File: config.mk
export PLATFORM = sky130hd
export DESIGN_NAME = gkg_ctrl
export DESIGN_NICKNAME = d
export VERILOG_FILES = /design/src/design/gaussian_kernel_generator_top_assert.svh /design/src/design/gkg_pkg.sv /design/src/design/gkg_ctrl.sv
export SDC_FILE = /design/constraint.sdc
export NUM_CORES = 1
export LEC_CHECK = 0
export ABC_AREA = 1
export ABC_CLOCK_PERIOD_IN_PS = 1500
export BUFFER_PORTS_ARGS = -buffer_cell sky130_fd_sc_hd__buf_4
export CORE_AREA = 2 2 39 41
export DETAILED_ROUTE_END_ITERATION = 8
export DIE_AREA = 0 0 41 43
export GPL_TIMING_DRIVEN = 0
export HOLD_SLACK_MARGIN = 0.12
export PLACE_DENSITY_LB_ADDON = 0.3
export SYNTH_ARGS = -nofsm -noshare
export SYNTH_HDL_FRONTEND = slang
export SYNTH_SLANG_ARGS = --single-unit
File: constraint.sdc
create_clock -name clk -period 1.5 [get_ports clk]
set_input_delay 0.3 -clock clk [delete_from_list [all_inputs] [get_ports clk]]
set_output_delay 0.3 -clock clk [all_outputs]
set_load 0.03 [all_outputs]
File: src/design/gaussian_kernel_generator_top_assert.svh
// assertion macros for the gaussian kernel generator
// used by the top level, which supplies clk and rst_n in scope
`ifndef GAUSSIAN_KERNEL_GENERATOR_TOP_ASSERT_SVH
`define GAUSSIAN_KERNEL_GENERATOR_TOP_ASSERT_SVH

// same-cycle implication
`define GKG_ASSERT_IMP(lbl, ante, cons) \
    lbl: assert property (@(posedge clk) disable iff (!rst_n) (ante) |-> (cons)) \
        else $error("gkg assertion failed");

// next-cycle implication
`define GKG_ASSERT_NXT(lbl, ante, cons) \
    lbl: assert property (@(posedge clk) disable iff (!rst_n) (ante) |=> (cons)) \
        else $error("gkg assertion failed");

`endif

File: src/design/gkg_pkg.sv
// types and constants shared by the gaussian kernel generator modules
// no dependencies
`default_nettype none

package gkg_pkg;

    localparam int NUM_W  = 46;     // divider dividend width
    localparam int DEN_W  = 37;     // divider divisor width
    localparam int Q_W    = 31;     // q30 value up to 1.0
    localparam int T_W    = 29;     // exponent argument, below 0.5 in q30
    localparam int PROD_W = 62;
    localparam int SUM_W  = 37;     // up to 64 taps of q30
    localparam int DCNT_W = 6;

    localparam logic [Q_W-1:0] Q30_ONE = Q_W'(64'd1 << 30);
    localparam logic [3:0] HORNER_TERMS = 4'd8;
    localparam logic [2:0] SQUARE_LAST  = 3'd5;

    typedef enum logic [1:0] {
        DIV_A,
        DIV_K,
        DIV_W
    } div_sel_t;

    typedef enum logic [3:0] {
        ST_IDLE,
        ST_S2,
        ST_A_START,
        ST_A_WAIT,
        ST_H_MUL,
        ST_H_START,
        ST_H_WAIT,
        ST_Q_MUL,
        ST_Q_TAKE,
        ST_STORE,
        ST_N_RD,
        ST_N_START,
        ST_N_WAIT,
        ST_EMIT
    } state_t;

    typedef struct packed {
        logic     load;
        logic     calc_s2;
        logic     exp_init;
        logic     div_start;
        div_sel_t div_sel;
        logic     a_take;
        logic     h_mul;
        logic     h_take;
        logic     sq_mul;
        logic     sq_take;
        logic     store;
        logic     rd;
        logic     emit;
    } cmd_t;

    typedef struct packed {
        logic div_done;
        logic a_big;
        logic k_last;
        logic sq_last;
        logic i_last;
        logic out_free;
    } status_t;

endpackage

`default_nettype wire

File: src/design/gkg_ctrl.sv
// controller state machine sequencing exp, sum and normalize per tap
// depends on gkg_pkg
`default_nettype none

module gkg_ctrl (
    input  wire logic             clk,
    input  wire logic             rst_n,
    input  wire logic             in_valid,
    output logic                  in_ready,
    input  wire gkg_pkg::status_t status,
    output gkg_pkg::cmd_t         cmd
);
    import gkg_pkg::*;

    state_t state_reg, state_next;

    always_ff @(posedge clk or negedge rst_n)
    begin
        if (!rst_n)
        begin
            state_reg <= ST_IDLE;
        end
        else
        begin
            state_reg <= state_next;
        end
    end

    always_comb
    begin
        state_next = state_reg;
        case (state_reg)
            ST_IDLE:    if (in_valid) state_next = ST_S2;
            ST_S2:      state_next = ST_A_START;
            ST_A_START: state_next = ST_A_WAIT;
            ST_A_WAIT:
            begin
                if (status.div_done)
                begin
                    state_next = status.a_big ? ST_STORE : ST_H_MUL;
                end
            end
            ST_H_MUL:   state_next = ST_H_START;
            ST_H_START: state_next = ST_H_WAIT;
            ST_H_WAIT:
            begin
                if (status.div_done)
                begin
                    state_next = status.k_last ? ST_Q_MUL : ST_H_MUL;
                end
            end
            ST_Q_MUL:   state_next = ST_Q_TAKE;
            ST_Q_TAKE:  state_next = status.sq_last ? ST_STORE : ST_Q_MUL;
            ST_STORE:   state_next = status.i_last ? ST_N_RD : ST_A_START;
            ST_N_RD:    state_next = ST_N_START;
            ST_N_START: state_next = ST_N_WAIT;
            ST_N_WAIT:  if (status.div_done) state_next = ST_EMIT;
            ST_EMIT:
            begin
                if (status.out_free)
                begin
                    state_next = status.i_last ? ST_IDLE : ST_N_RD;
                end
            end
            default:    state_next = ST_IDLE;
        endcase
    end

    always_comb
    begin
        cmd         = '0;
        cmd.div_sel = DIV_A;
        in_ready    = 1'b0;
        case (state_reg)
            ST_IDLE:
            begin
                in_ready = 1'b1;
                cmd.load = in_valid;
            end
            ST_S2:      cmd.calc_s2 = 1'b1;
            ST_A_START:
            begin
                cmd.div_start = 1'b1;
                cmd.exp_init  = 1'b1;
            end
            ST_A_WAIT:  cmd.a_take = status.div_done;
            ST_H_MUL:   cmd.h_mul = 1'b1;
            ST_H_START:
            begin
                cmd.div_sel   = DIV_K;
                cmd.div_start = 1'b1;
            end
            ST_H_WAIT:
            begin
                cmd.div_sel = DIV_K;
                cmd.h_take  = status.div_done;
            end
            ST_Q_MUL:   cmd.sq_mul = 1'b1;
            ST_Q_TAKE:  cmd.sq_take = 1'b1;
            ST_STORE:   cmd.store = 1'b1;
            ST_N_RD:    cmd.rd = 1'b1;
            ST_N_START:
            begin
                cmd.div_sel   = DIV_W;
                cmd.div_start = 1'b1;
            end
            ST_N_WAIT:  cmd.div_sel = DIV_W;
            ST_EMIT:
            begin
                cmd.div_sel = DIV_W;
                cmd.emit    = status.out_free;
            end
            default:    cmd = '0;
        endcase
    end

endmodule

`default_nettype wire

==> results of run 1 <==
==> kinds of logic after synthesis <==
logic type | after synthesis
AO/OA/AOI/OAI | 7
buffers and inverters | 23
AND/OR/NAND/NOR | 64
flip-flops | 4
==> what timing repair did <==
item | 4_1_cts | 5_1_grt
buffers inserted | 7 | 5
hold buffers | 1 | 0
pin swaps | 7 | 8
resized for setup | 28 | 14
gates cloned | 0 | 0
endpoints found under the setup margin | 15 | 17
hold endpoints to repair | 4 | 0
==> metrics by stage <==
| stage | setup slack, ns | hold WS (ns) | utilization [%] |
|---|---|---|---|
| floorplan | -0.249 | 0.00441 | - |
| global placement | -0.0231 | 0.0968 | 52.5 |
| detailed placement | -0.0460 | 0.0974 | 52.5 |
| CTS | -0.104 | 0.302 | 63.7 |
| global route | -0.182 | 0.337 | 68.8 |
| finish | -0.113 | 0.308 | 68.8 |
==> worst paths after layout <==
path	start	to	slack, ns	cells after the start
setup / recovery	state_reg[2]	cmd[10]	-0.11	5
hold / removal	status[5]	state_reg[1]	0.31	4
setup reg to reg	state_reg[1]	state_reg[2]	0.14	9
hold reg to reg	state_reg[0]	state_reg[0]	0.63	2
max in group asynchronous	rst_n	state_reg[3]	1.00	2
min in group asynchronous	rst_n	state_reg[0]	0.39	2
==> power groups by stage <==
stage	combinational, W	clock [W]	sequential (W)
CTS	0.00131	0.000146	0.000281
global placement	0.00109	0	0.000233
finish	0.00150	0.000137	0.000302
floorplan	0.000801	0	0.000222
detailed placement	0.00110	0	0.000236
global route	0.00162	0.000152	0.000309
==> cell usage after synthesis <==
cell type,instances
a21oi_1,2
a21oi_2,1
clkinv_1,1
dfrtp_1,4
inv_1,20
inv_2,2
nand2_1,27
nand2_2,5
nand2_4,1
nand3_1,11
nand3_2,1
nor2_1,12
nor2_2,2
nor2_4,2
nor3_1,3
o21ai_0,4
==> area by class of cell <==
type | count | area [um2]
inverters | 23 | 91.3
flip-flops and latches | 4 | 105
well taps | 16 | 20.0
repair buffers | 36 | 303
multi-input cells | 71 | 410
fillers | 106 | 432
clock buffers | 3 | 22.5
==> metal layers <==
metal	track usage, %	wire length (um)	vias to the layer above
met5	0	0	-
met4	11.3	38	0
met3	2.62	111	6
met2	31.6	893	33
met1	24.0	624	328
li1	-	-	374
==> worst register-to-register path: stages, from the launching register on <==
cell and delay [ns]:
dfrtp_2 0.47, nor2_4 0.18, buf_4 0.13, nand2_2 0.05
buf_4 0.15, nand3_2 0.09, nand2_2 0.06, nand2_2 0.06
nand2_1 0.05, nand2_1 0.06
==> flow_summary.yaml, run 1 <==
outcome:
  outcome: "complete, but fails checks"
  violations: "negative setup slack"
critical_path:
  path_cells: "inv_2 -> nor2_4 -> nand2_1 -> nand3_1 -> buf_6"
  critPathMaxStageDelay_ns: 0.46
  critical-path-slowest-cell: "dfrtp_2"
  arrival_ns: 1.31
  startpoint_type: "flop"
  critPathMaxFanout: 6
  path_buf_inv: 2
  crit_path_end_kind: "primary output"
  cp_top_family: "flip-flops"
  cp.required_ns: 1.20
  crit_type: "flop to primary output"
timing:
  hold_viol_final: 0
  grt_setup_unrepaired: "yes"
  setup_viol: 14
  finalSetupTns_ns: -1.08
  fin_ws_ns: -0.113
  finalMaxSlewViolations: 0
  clock_skew_ns: 0.00406
  relSlewSlack_pct: 86.4
  period_needed_ns: 1.61
  fin_crit_sh_pct: 108
  clock.fmax_ghz: 0.620
  worst_slew_pin_slew_ns: 0.203
power:
  p_clk_share_pct: 7.1
  netSwitchingFraction_pct: 54.4
  power_density_mw_per_mm2: 2040
  ir_drop_v: 0.00144
  p_leak_nw: 0.567
  power.internal_w: 0.000886
  power.total_w: 0.00194
  p_seq_share_pct: 15.6
  combPwrFrac_pct: 77.4
  p_sw_w: 0.00106
finish:
  final_common_cell: "buf_4"
  final_nets: 148
  drive_above_1_share_pct: 57.7
  fin_cells: 153
  syn_to_final_growth_pct: 79.9
  antenna_cells: 0
  layout_common_cells: "buf_4 (27), nand2_1 (21), inv_1 (11), nand2_2 (11)"
  largest_register_ffs: 4
  fin_area_um2: 952
floorplan:
  die_area_mm2: 0.00176
  coreArea_mm2: 0.00138
  die_h_um: 43
  ioPinCount: 24
  die_width_um: 41
  initial_utilization_pct: 38.2
  fp-row-count: 14
clock_network:
  cts_made_buffers: 3
  cts.sinks: 4
  clk_latency_ns: 0.24
  clkTransAtPathRegs_ns: 0.04
  cts_buffer_depth: 2
  htree_levels: 1
  cts-root-buf: "clkbuf_4"
  tritoncts: "done"
logic_synthesis:
  synth_cells: 98
  ys_seq_area_share_pct: 18.9
  synth_top_family_by_area: "simple AND/OR/NAND/NOR gates"
  synthAdderAreaFrac_pct: 0
  ys_ff_latch: 4
  synth.top_cell.area_share_pct: 19.1
  ys_warn_count: 0
  syn_nets: 107
  synth_area_leader_cell: "nand2_1"
  synth_compound_area_share_pct: 7.33
  synth_mux_area_share_pct: 0
  synthSimpleGateAreaFrac_pct: 57.4
  synthDistinctLibCells: 16
  yosys-top-cells-area: "nand2_1 (19%), dfrtp_1 (19%), inv_1 (14%)"
  syn_area_um2: 529
  postSynthAreaPerCell_um2: 5.40
  synth_xor_area_share_pct: 0
route:
  drt_iter0_markers: 22
  drtPass1Iterations: 4
  routedWlPerCell_um: 10.9
  drt-total-wl_um: 1670
  viasPerCell: 4.84
  remaining_drc_errors: 0
  ant_nets: 0
  vias: 741
global_route:
  grt_max_degree: 7
  grt_pass1_vias: 603
  grt_usage_pct: 19.8
  grt_pass1_wl_um: 2390
  antenna_found_initial: 0
  grt_overflow: 0
placement:
  place_area_um2: 727
  port_buffers: 23
  place_inst: 137
  gp_congestion: 0.813
  dp_hpwl_um: 1100
flow_run:
  max_cap_violations: 0
worst_hold_path:
  hp-class: "input pin to flop"
Power figures use the tool's default switching activity.
==> run 2: changes to the inputs <==
--- a/config.mk
+++ b/config.mk
@@ -5,7 +5,6 @@
 export SDC_FILE = /design/constraint.sdc
 export NUM_CORES = 1
 export LEC_CHECK = 0
-export ABC_AREA = 1
 export ABC_CLOCK_PERIOD_IN_PS = 1500
 export BUFFER_PORTS_ARGS = -buffer_cell sky130_fd_sc_hd__buf_4
 export CORE_AREA = 2 2 39 41
@@ -14,6 +13,7 @@
 export GPL_TIMING_DRIVEN = 0
 export HOLD_SLACK_MARGIN = 0.12
 export PLACE_DENSITY_LB_ADDON = 0.3
+export SLEW_MARGIN = 15
 export SYNTH_ARGS = -nofsm -noshare
 export SYNTH_HDL_FRONTEND = slang
 export SYNTH_SLANG_ARGS = --single-unit
==> run 2 against run 1 <==
The run now fails in global routing (5_1_grt). Synthesized area grew 2.8%. Synthesized cell count shrank 21%.
==> flow_summary.yaml, run 2 <==
outcome:
  outcome: "did not finish"
  stop_stage: "global routing (5_1_grt)"
  error: "[ERROR DPL-0033] detailed placement checks failed during check placement."
logic_synthesis:
  synth_ff_type: "dfrtp_1"
  ys_top_cells_by_count: "a21oi_1 (9), nand2_1 (9), nand2b_1 (6), nor2_1 (6), nor3_1 (6)"
  yosys-top-cells-area: "dfrtp_1 (18%), a21oi_1 (8.3%), nand2b_1 (6.9%)"
  ys_ff_latch: 4
  synth_edf_count: 0
  postSynthAreaPerCell_um2: 7.07
  syn_nets: 86
  synth_cells: 77
  synthDistinctLibCells: 30
  synth.top_cell.area_share_pct: 18.4
  syn_area_um2: 544
  postSynth.asyncResetShare_pct: 100
  ys_seq_area_share_pct: 18.4
  ys_warn_count: 0
  synth_area_leader_cell: "dfrtp_1"
global_route:
  antenna_found_initial: 1
  grt_max_degree: 11
floorplan:
  die_width_um: 41
  initial_utilization_pct: 39.3
  fp-row-count: 14
  die_h_um: 43
  ioPinCount: 24
placement:
  dp_hpwl_um: 1350
  port_buffers: 23
  pre_cts_ws_ns: -0.232
  gp_congestion: 0.849
timing:
  postGrtWorstEndpoint: "cmd[13]"
  worstEpCategory: "output port"
clock_network:
  cts_buffer_depth: 2
  cts_made_buffers: 3
  htree_levels: 1
  cts.sinks: 4
  cts-root-buf: "clkbuf_4"
==> run 2: cell types whose count changed after synthesis, sizes merged, moves of 4 or more <==
cell	delta
a21oi	+6
nand3	-11
and2	+4
buf	+5
nand2	-23
inv	-20
nand2b	+7
nor2	-10
==> run 2: repair_timing <==
action                     CTS
hold buffers                 1
pin swaps                   13
gates resized for setup     32
hold endpoints to repair     4
buffers inserted            17
setup endpoints to repair   17
==> run 2: logic make-up after synthesis <==
| group | Yosys count | share of synthesized area [%] |
|---|---|---|
| AO/OA/AOI/OAI | 18 | 22.5 |
| XOR/XNOR | 2 | 3.22 |
| buffers and inverters | 9 | 10.8 |
| AND/OR/NAND/NOR | 41 | 39.5 |
| adder cells (fa/ha/maj) | 1 | 1.84 |
| flip-flops | 4 | 18.4 |
| multiplexers | 2 | 3.68 |
==> run 2: metrics by stage <==
step	cells	area [um2]	hold slack (ns)	util, %
CTS	137	1160	0.391	84.0
global placement	116	850	0.0950	61.4
floorplan	77	657	0.00441	-
detailed placement	116	850	0.0995	61.4
==> run 3: changes to the inputs <==
--- a/config.mk
+++ b/config.mk
@@ -7,12 +7,11 @@
 export LEC_CHECK = 0
 export ABC_CLOCK_PERIOD_IN_PS = 1500
 export BUFFER_PORTS_ARGS = -buffer_cell sky130_fd_sc_hd__buf_4
-export CORE_AREA = 2 2 39 41
+export CORE_AREA = 2 2 63 65
 export DETAILED_ROUTE_END_ITERATION = 8
-export DIE_AREA = 0 0 41 43
+export DIE_AREA = 0 0 65 67
 export GPL_TIMING_DRIVEN = 0
-export HOLD_SLACK_MARGIN = 0.12
-export PLACE_DENSITY_LB_ADDON = 0.3
+export PLACE_DENSITY_LB_ADDON = 0.15
 export SLEW_MARGIN = 15
 export SYNTH_ARGS = -nofsm -noshare
 export SYNTH_HDL_FRONTEND = slang
==> run 3 against run 2 <==
The flow now finishes, with violations (negative setup slack). Synthesized area did not move. Synthesized cell count did not move.
==> flow_summary.yaml, run 3 <==
finish:
  final_common_cell: "buf_4"
  drive_above_1_share_pct: 70.7
  multiInputGateArea_um2: 623
  nFillCells: 366
  final_nets: 134
  fin_cells: 171
  seq_area_um2: 103
  largest_register_ffs: 4
  antenna_cells: 0
  syn_to_final_growth_pct: 145
  layout_common_cells: "buf_4 (27), buf_6 (17), nand2_1 (7), a21oi_1 (7), nand2b_4 (5)"
floorplan:
  coreArea_mm2: 0.00361
  fp-row-count: 22
  die_area_mm2: 0.00436
  ioPinCount: 24
  die_h_um: 67
  die_width_um: 65
  initial_utilization_pct: 15.1
outcome:
  violations: "negative setup slack"
  outcome: "complete, but fails checks"
timing:
  period_needed_ns: 1.71
  fin_crit_sh_pct: 114
  worst_slew_pin_slew_ns: 0.254
  setup_viol: 17
  clock.fmax_ghz: 0.586
  fin_ws_ns: -0.206
  relSlewSlack_pct: 83.0
  finalSetupTns_ns: -1.47
  hold_viol_final: 0
  clock_skew_ns: 0.00321
  finalMaxSlewViolations: 0
  grt_setup_unrepaired: "yes"
logic_synthesis:
  synth.top_cell.area_share_pct: 18.4
  synthSimpleGateAreaFrac_pct: 39.5
  synth_cells: 77
  synthAdderAreaFrac_pct: 1.84
  synthDistinctLibCells: 30
  syn_area_um2: 544
  yosys-top-cells-area: "dfrtp_1 (18%), a21oi_1 (8.3%), nand2b_1 (6.9%)"
  synth_compound_area_share_pct: 22.5
  ys_warn_count: 0
  syn_nets: 86
  synth_xor_area_share_pct: 3.22
  synth_mux_area_share_pct: 3.68
  ys_ff_latch: 4
  postSynthAreaPerCell_um2: 7.07
  synth_top_family_by_area: "simple AND/OR/NAND/NOR gates"
  synth_edf_count: 0
  synth_ff_type: "dfrtp_1"
  ys_top_cells_by_count: "a21oi_1 (9), nand2_1 (9), nand2b_1 (6), nor2_1 (6), nor3_1 (6)"
  postSynth.asyncResetShare_pct: 100
  ys_seq_area_share_pct: 18.4
  synth_area_leader_cell: "dfrtp_1"
critical_path:
  critPathMaxFanout: 6
  crit_type: "flop to primary output"
  cp.required_ns: 1.20
  startpoint_type: "flop"
  arrival_ns: 1.41
  crit_path_end_kind: "primary output"
clock_network:
  cts_made_buffers: 3
  cts_buffer_depth: 2
  cts-root-buf: "clkbuf_8"
  clkTransAtPathRegs_ns: 0.03
  cts.sinks: 4
  tritoncts: "done"
  htree_levels: 1
  clk_latency_ns: 0.22
route:
  drt_iter0_markers: 36
  remaining_drc_errors: 0
  drtPass1Iterations: 4
  drt-total-wl_um: 2340
  vias: 739
  routedWlPerCell_um: 13.7
  ant_nets: 0
  viasPerCell: 4.32
flow_run:
  max_cap_violations: 0
global_route:
  grt_pass1_vias: 744
  grt_pass1_wl_um: 3570
  grt_overflow: 0
  grt_usage_pct: 10.4
  antenna_found_initial: 0
  grt_max_degree: 11
placement:
  port_buffers: 23
  dp_hpwl_um: 1460
  place_inst: 148
  pre_cts_ws_ns: -0.231
  gp_congestion: 0.746
power:
  power_density_mw_per_mm2: 2390
  ir_drop_v: 0.000470
  p_leak_nw: 0.556
  power.total_w: 0.00319
worst_hold_path:
  hp-class: "input pin to asynchronous set/reset pin"
run 3: cell counts after synthesis:
No cell type changed its count.
run 3: metrics by stage:
stage / instance area [um2] / util, % / hold slack [ns]
floorplan: 657 / - / 0.00441
global placement: 890 / 24.7 / 0.0964
detailed placement: 890 / 24.7 / 0.0977
CTS: 1180 / 32.9 / 0.420
global route: 1330 / 37.0 / 0.438
finish: 1330 / 37.0 / 0.419
run 3: layout make-up:
| cell class | instances | share of cell area [%] |
|---|---|---|
| multi-input cells | 64 | 46.7 |
| well taps | 48 | 4.50 |
| flip-flops and latches | 4 | 7.69 |
| plain buffers | 6 | 7.69 |
| repair buffers | 44 | 29.7 |
| clock buffers | 3 | 3.10 |
| inverters | 2 | 0.563 |
run 3: path summary, 6_finish.rpt:
kind / start / to / slack [ns] / cells past startpoint
max: state_reg[2] / cmd[13] / -0.21 / 5
min in group clk: status[0] / state_reg[3] / 0.47 / 4
max in group asynchronous: rst_n / state_reg[3] / 0.97 / 2
min reg2reg: state_reg[1] / state_reg[3] / 0.61 / 2
min: rst_n / state_reg[0] / 0.42 / 2
max reg2reg: state_reg[0] / state_reg[3] / -0.10 / 6
run 3: critical path, cell delays in order (launching register included):
cell	delay [ns]
dfrtp_1	0.37
buf_6	0.14
clkbuf_16	0.15
nor4_4	0.23
and2_4	0.18
buf_6	0.12
run 3: power breakdown:
| part | internal [W] | total (W) | switching, W |
|---|---|---|---|
| registers | 0.000170 | 0.000222 | 0.0000528 |
| clock network | 0.000171 | 0.000225 | 0.0000542 |
| logic | 0.00134 | 0.00274 | 0.00140 |
| total | 0.00168 | 0.00319 | 0.00150 |
run 3: cells by family after synthesis:
family,Yosys count
AOI/OAI and AO/OA,18
DFF,4
adders and majority gates,1
xor gates and xnor gates,2
and+or+nand+nor,41
buffers and inverters,9
muxes,2
run 3: timing repair:
item / 4_1_cts / 5_1_grt
buffers inserted: 14 / 6
pin swaps: 5 / 16
endpoints found under the setup margin: 16 / 19
gates resized for setup: 32 / 25
hold buffers: 1 / 0
hold endpoints to repair: 4 / 0
run 3: per-layer routing:
layer | routed length (um) | GRT usage (%) | share of wire, % | vias to the layer above
met3 | 86 | 2.36 | 3.7 | 2
met2 | 1260 | 18.6 | 54 | 15
li1 | - | - | - | 363
met4 | 18 | 1.60 | 0.77 | 0
met1 | 968 | 13.0 | 41 | 359
met5 | 0 | 0 | 0 | -
